$ cat src/sv/sard_pkg.sv
// ----------------------------------------------------------------------------
// sard_pkg
// Shared constants, codes and controller/datapath interface types for the
// slot allocator with reuse delay.
// ----------------------------------------------------------------------------
package sard_pkg;

	// Table geometry
	localparam int SLOTS  = 1024;
	localparam int SLOT_W = (SLOTS > 1) ? $clog2(SLOTS) : 1;
	localparam int CNT_W  = $clog2(SLOTS + 1);

	// Slot entry: used flag over free time
	localparam int TIME_W = 32;
	localparam int RAM_W  = TIME_W + 1;

	// Grace window after spawn and reuse delay, in ms (one bit wider than time)
	localparam logic [TIME_W:0] GRACE_MS = (TIME_W + 1)'(2000);
	localparam logic [TIME_W:0] REUSE_MS = (TIME_W + 1)'(500);

	// Configuration port
	localparam int ADDR_W = 3;
	localparam int DATA_W = 32;

	typedef enum logic {
		REG_FIRST_SLOT  = 1'b0,
		REG_SPAWN_STAMP = 1'b1
	} reg_idx_t;

	// Request kinds
	typedef enum logic {
		REQ_ALLOC = 1'b0,
		REQ_FREE  = 1'b1
	} req_t;

	// Result status codes
	typedef enum logic [2:0] {
		ST_AGED    = 3'd0,
		ST_APPEND  = 3'd1,
		ST_RECENT  = 3'd2,
		ST_FULL    = 3'd3,
		ST_FREED   = 3'd4,
		ST_IGNORED = 3'd5
	} status_t;

	// Controller to datapath commands
	typedef struct packed {
		logic capture;
		logic clr_step;
		logic alloc_init;
		logic scan_step;
		logic end_step;
		logic free_rd;
		logic free_chk;
		logic load_out;
	} cmd_t;

	// Datapath to controller status
	typedef struct packed {
		logic clr_last;
		logic scan_hit;
		logic scan_done;
		logic out_free;
	} stat_t;

endpackage

$ cat src/sv/sard_ctrl.sv
// ----------------------------------------------------------------------------
// sard_ctrl
// Controller of the slot allocator: clearing pass, request sequencing,
// slot scan and result hand-off.
// ----------------------------------------------------------------------------
module sard_ctrl (
	input  logic           clk,
	input  logic           arst_n,
	input  logic           in_valid,
	output logic           in_ready,
	input  logic           req_type,
	input  sard_pkg::stat_t stat,
	output sard_pkg::cmd_t  cmd
);
	import sard_pkg::*;

	typedef enum logic [7:0] {
		S_CLEAR    = 8'b0000_0001,
		S_IDLE     = 8'b0000_0010,
		S_FREE_RD  = 8'b0000_0100,
		S_FREE_CHK = 8'b0000_1000,
		S_ALLOC    = 8'b0001_0000,
		S_SCAN     = 8'b0010_0000,
		S_END      = 8'b0100_0000,
		S_RESP     = 8'b1000_0000
	} state_t;

	state_t state_q;
	state_t state_d;

	assign in_ready = (state_q == S_IDLE);

	// Next state and commands
	always_comb begin
		state_d = state_q;
		cmd     = '0;
		unique case (state_q)
			S_CLEAR: begin
				cmd.clr_step = 1'b1;
				if (stat.clr_last) begin
					state_d = S_IDLE;
				end
			end
			S_IDLE: begin
				if (in_valid) begin
					cmd.capture = 1'b1;
					state_d = (req_t'(req_type) == REQ_FREE) ? S_FREE_RD : S_ALLOC;
				end
			end
			S_FREE_RD: begin
				cmd.free_rd = 1'b1;
				state_d = S_FREE_CHK;
			end
			S_FREE_CHK: begin
				cmd.free_chk = 1'b1;
				state_d = S_RESP;
			end
			S_ALLOC: begin
				cmd.alloc_init = 1'b1;
				state_d = S_SCAN;
			end
			S_SCAN: begin
				cmd.scan_step = 1'b1;
				if (stat.scan_hit) begin
					state_d = S_RESP;
				end else if (stat.scan_done) begin
					state_d = S_END;
				end
			end
			S_END: begin
				cmd.end_step = 1'b1;
				state_d = S_RESP;
			end
			S_RESP: begin
				if (stat.out_free) begin
					cmd.load_out = 1'b1;
					state_d = S_IDLE;
				end
			end
			default: begin
				state_d = S_CLEAR;
			end
		endcase
	end

	// State register
	always_ff @(posedge clk or negedge arst_n) begin
		if (!arst_n) begin
			state_q <= S_CLEAR;
		end else begin
			state_q <= state_d;
		end
	end

endmodule

$ cat config.mk
export PLATFORM = sky130hd
export DESIGN_NAME = sard_ctrl
export DESIGN_NICKNAME = d
export VERILOG_FILES = /design/src/sv/sard_pkg.sv /design/src/sv/sard_ctrl.sv
export SDC_FILE = /design/constraint.sdc
export NUM_CORES = 1
export LEC_CHECK = 0
export ABC_AREA = 1
export BUFFER_PORTS_ARGS = -buffer_cell sky130_fd_sc_hd__buf_4
export CAP_MARGIN = 20
export CORE_AREA = 2 2 39 41
export DETAILED_ROUTE_END_ITERATION = 8
export DIE_AREA = 0 0 41 43
export GPL_TIMING_DRIVEN = 0
export HOLD_SLACK_MARGIN = 0.08
export PLACE_DENSITY_LB_ADDON = 0.12
export SLEW_MARGIN = 20
export SYNTH_ARGS = -nofsm -noshare
export SYNTH_HDL_FRONTEND = slang
export SYNTH_SLANG_ARGS = --single-unit
$ cat constraint.sdc
create_clock -name clk -period 1.5 [get_ports clk]
set_input_delay 0.075 -clock clk [delete_from_list [all_inputs] [get_ports clk]]
set_output_delay 0.075 -clock clk [all_outputs]
set_load 0.01 [all_outputs]
## After elaboration in Yosys (flattened, before gate mapping)

Index checks and enable logic that the tools add are counted.

- Multiplexer cells: 17
- Reduce and logical (&&, ||, !) cells: 2
- Equality and inequality tests: 12

Operators by type and width:

| cell | number |
|---|---|
| 8-bit one-hot mux with 7 select lines | 1 |
| 8-bit two-way mux | 5 |
| 1-bit two-way mux | 10 |
| 8-bit by 1-bit == test with 1-bit output, second input constant | 1 |
| 8-bit by 2-bit == test with 1-bit output, second input constant | 1 |
| 8-bit by 3-bit == test with 1-bit output, second input constant | 1 |
| 8-bit by 4-bit == test with 1-bit output, second input constant | 1 |
| 8-bit by 5-bit == test with 1-bit output, second input constant | 1 |
| 8-bit by 6-bit == test with 1-bit output, second input constant | 1 |
| 8-bit by 7-bit == test with 1-bit output, second input constant | 1 |
| 8-bit == test, second input constant | 1 |
| 2-bit != test, second input constant | 3 |
| 5-bit two-way mux | 1 |
| 4-bit AND reduction | 1 |
| 3-bit != test, second input constant | 1 |
| 2-bit OR reduction | 1 |

- Logic and storage cells: 32
- Output and inout bits: 9
- Bits of input ports: 8
- Flip-flop bits (word level): 8

## Depth between registers and ports, before layout

- Depth after elaboration: 3
- Gate-level depth with buffers: 8
- Mapped depth without buffers: 8

## Worst setup path before layout

No wires, ideal clock.

- Path kind: reg2reg
- Start: reg state_q[0]
- End: reg state_q[7]
- Data arrival time: 1.024 ns
- Setup slack: 0.355 ns
- Cell stages (with the launch flop): 8
- Required time: 1.379 ns
- Cell sequence: dfstp_2 > inv_1 > nand2_2 > inv_1 > nand3_1 > nand2_1 > a21oi_1 > nand2_1

- Cells in the longest elaborated chain, start to end: 3

RTL lines:

| item | RTL line | RTL |
|---|---|---|
| from (decl) | sard_ctrl.sv:28 | `state_t state_q;` |
| from (signal assigned) | sard_ctrl.sv:91 | `state_q <= state_d;` |
| 8-bit by 7-bit == test with 1-bit output (tied with other cells) | sard_ctrl.sv:37 | `unique case (state_q)` |
| 2-bit OR reduction (no source line) (tied with other cells) | n/a |  |
| 8-bit one-hot mux with 7 select lines / 4-bit AND reduction (equally long branches) | n/a |  |

Parallel ways exist; a longest one is shown, timed or not.
A chain may end at the register's enable or synchronous reset.

==> results_dict.tcl <==
set metrics [dict create \
    outcome "complete, no violations" \
    maxCapViolCount 0 \
    drcViolationCount 0 \
    cts_tree "yes" \
    setup_violations 0 \
    rrSetupSlack_ns 0.17 \
    largest_register "state_q" \
    critPathKind "flip-flop to output port" \
    finalSetupTns_ns 0 \
    drt-met1-wl_microns 534 \
    io_pins 17 \
    start_util_pct 40.7 \
    clkTransAtPathRegs_ns 0.06 \
    grt_max_degree 9 \
    wl_met3_microns 56 \
    rr_endpoint "state_q[1]$_DFFE_PN0P_" \
    wl_per_cell_microns 9.21 \
    drive_above_1_share_pct 36.4 \
    arrival_ns 1.39 \
    hold_viol 0 \
    die_height_microns 43 \
    cp_cell_sequence "nor2_2, inv_2, nor2_4, nand3_1, inv_1, buf_4" \
    dieArea_sq_mm 0.00176 \
    ir_drop_v 0.000599 \
    cp_num_buf_inv 3 \
    avgSynthCellArea_sq_um 6.70 \
    routed.top_layer "met4" \
    synth_area_leaders "dfrtp_1 (31%), inv_1 (12%), nand2_1 (11%)" \
    clock_sinks 8 \
    top_regs "state_q (8)" \
    synth-seq-area-share_pct 35.8 \
    timing.rr.start "state_q[5]$_DFFE_PN0P_" \
    num_vias 534 \
    min_from "stat[3]" \
    rsz0062_at_grt "true" \
    antenna_found_initial 0 \
    synth_top_area_cell "dfrtp_1" \
    syn_inst 84 \
    end_kind "output port" \
    worst-path-max-fanout 6 \
    postRouteAntennaNets 0 \
    critPathTopFamily "simple AND/OR/NAND/NOR gates" \
    cts_buffer_depth 2 \
    layout.nets 119 \
    synth_area_sq_um 563 \
    cp-start-kind "flip-flop" \
    slowest_delay_ns 0.38 \
    area_growth_pct 39.3 \
    portBuffers 16 \
    grt_pass1_wl_microns 1900 \
    ys_ff_latch 8 \
    route.met2.wl_microns 561 \
    drtIter0Drc 4 \
    via_per_inst 4.24 \
    slowest_stage "dfrtp_1" \
    yosys_warnings 0 \
    placementRows 14 \
    holdPathStages 4 \
    drv_slew 0 \
    ys_types 16 \
    htree_levels 1 \
    die_w_microns 41 \
    hp-class "input port to flip-flop" \
    p_per_area_mw_per_mm2 1140 \
    layout_common_cells "inv_1 (18), buf_4 (18), nand2_1 (17)" \
    period_share_pct 97.7 \
    diodes 0 \
    syn-num-nets 92 \
    crit_required_ns 1.42 \
    relSlewSlack_pct 85.1 \
    cts_buffers 3 \
    groute.usage.overall_pct 16.7 \
    dpl.hpwl_microns 926 \
    cts.repair.resized 0 \
    wl_microns 1160 \
    finClkSkew_ns 0.00448 \
    period_needed_ns 1.47 \
    synth_top_area_share_pct 31.1 \
    hold_path_end "state_q[0]$_DFFE_PN1P_" \
    clock-root-buffer "clkbuf_4" \
    clk-insertion-delay-late_ns 0.26 \
    gp_congestion 0.776 \
    core_sq_mm 0.00138 \
    reg2reg_depth 8 \
    largest_register_ffs 8 \
    grt_pass1_vias 457 \
    grt_overflow_total 0 \
    max_freq_mhz 682 \
    total_power_mw 0.896 \
    power_leakage_nw 0.521 \
    worstMarginPinSlew_ns 0.223 \
    first_pass_iters 4 \
]
## power breakdown
part / internal [mW] / leakage (nW) / switching [mW]
logic: 0.173 / 0.400 / 0.262
registers: 0.260 / 0.107 / 0.0177
clock network: 0.102 / 0.0150 / 0.0804
total: 0.535 / 0.521 / 0.361
## how the worst max path moves through the flow
stage | start | end | slack, ns | depth (start not counted)
floorplan | state_q[0]$_DFFE_PN1P_ | state_q[7]$_DFFE_PN0P_ | 0.36 | 7
global placement | state_q[4]$_DFFE_PN0P_ | state_q[1]$_DFFE_PN0P_ | 0.22 | 8
detailed placement | state_q[4]$_DFFE_PN0P_ | state_q[1]$_DFFE_PN0P_ | 0.19 | 8
CTS | state_q[4]$_DFFE_PN0P_ | cmd[2] | 0.03 | 6
global route | state_q[5]$_DFFE_PN0P_ | cmd[2] | -0.04 | 6
finish | state_q[5]$_DFFE_PN0P_ | cmd[2] | 0.03 | 6
## layout make-up
cell class / instances / area [sq um]
fillers: 140 / 599
flip-flops and latches: 8 / 201
clock buffers: 4 / 26.3
repair buffers: 22 / 175
multi-input cells: 53 / 275
inverters: 23 / 86.3
well taps: 16 / 20.0
## tightest hold or removal path, cell delays in order
cell and delay (ns):
buf_4 0.07, inv_1 0.03, nand3_1 0.10, nand2_1 0.06
## per-layer routing
layer | up-vias | GRT usage, %
met1 | 222 | 20.9
li1 | 297 | -
met5 | - | 0
met2 | 13 | 25.3
met4 | 0 | 10.0
met3 | 2 | 3.14
## through the flow
stage	std cells	util, %	instance area, sq um	hold WS, ns	worst slack (ns)
detailed placement	116	50.8	703	-0.0985	0.190
CTS	124	55.6	769	0.0951	0.0254
global route	126	56.7	785	0.126	-0.0430
finish	126	56.7	785	0.0907	0.0346
global placement	116	50.8	703	-0.0992	0.222
floorplan	84	-	563	-0.221	0.355
## synthesized netlist by cell type
cell and number:
inv_1 18, nand2_1 17, nor2_1 14, nand3_1 8
dfrtp_1 7, inv_2 5, nand2_2 4, nor2_2 3
a21oi_1 1, dfstp_2 1, nand2_4 1, nor2_4 1
nor2_8 1, nor3_2 1, o21ai_2 1, or2_4 1
## cell families (layout without fill, tap and decap cells)
logic type      after synthesis  after routing  synth area share, %
compound gates                2              2                 2.44
simple gates                 51             51                 46.4
buf+inv                      23             49                 15.3
flops                         8              8                 35.8
## what timing repair did
item | in CTS | in global routing
hold buffers | 4 | 0
hold endpoints to repair | 12 | 0
setup buffers | 0 | 2
endpoints found under the setup margin | 0 | 2
Note: power is estimated with default switching activity, not from simulation.
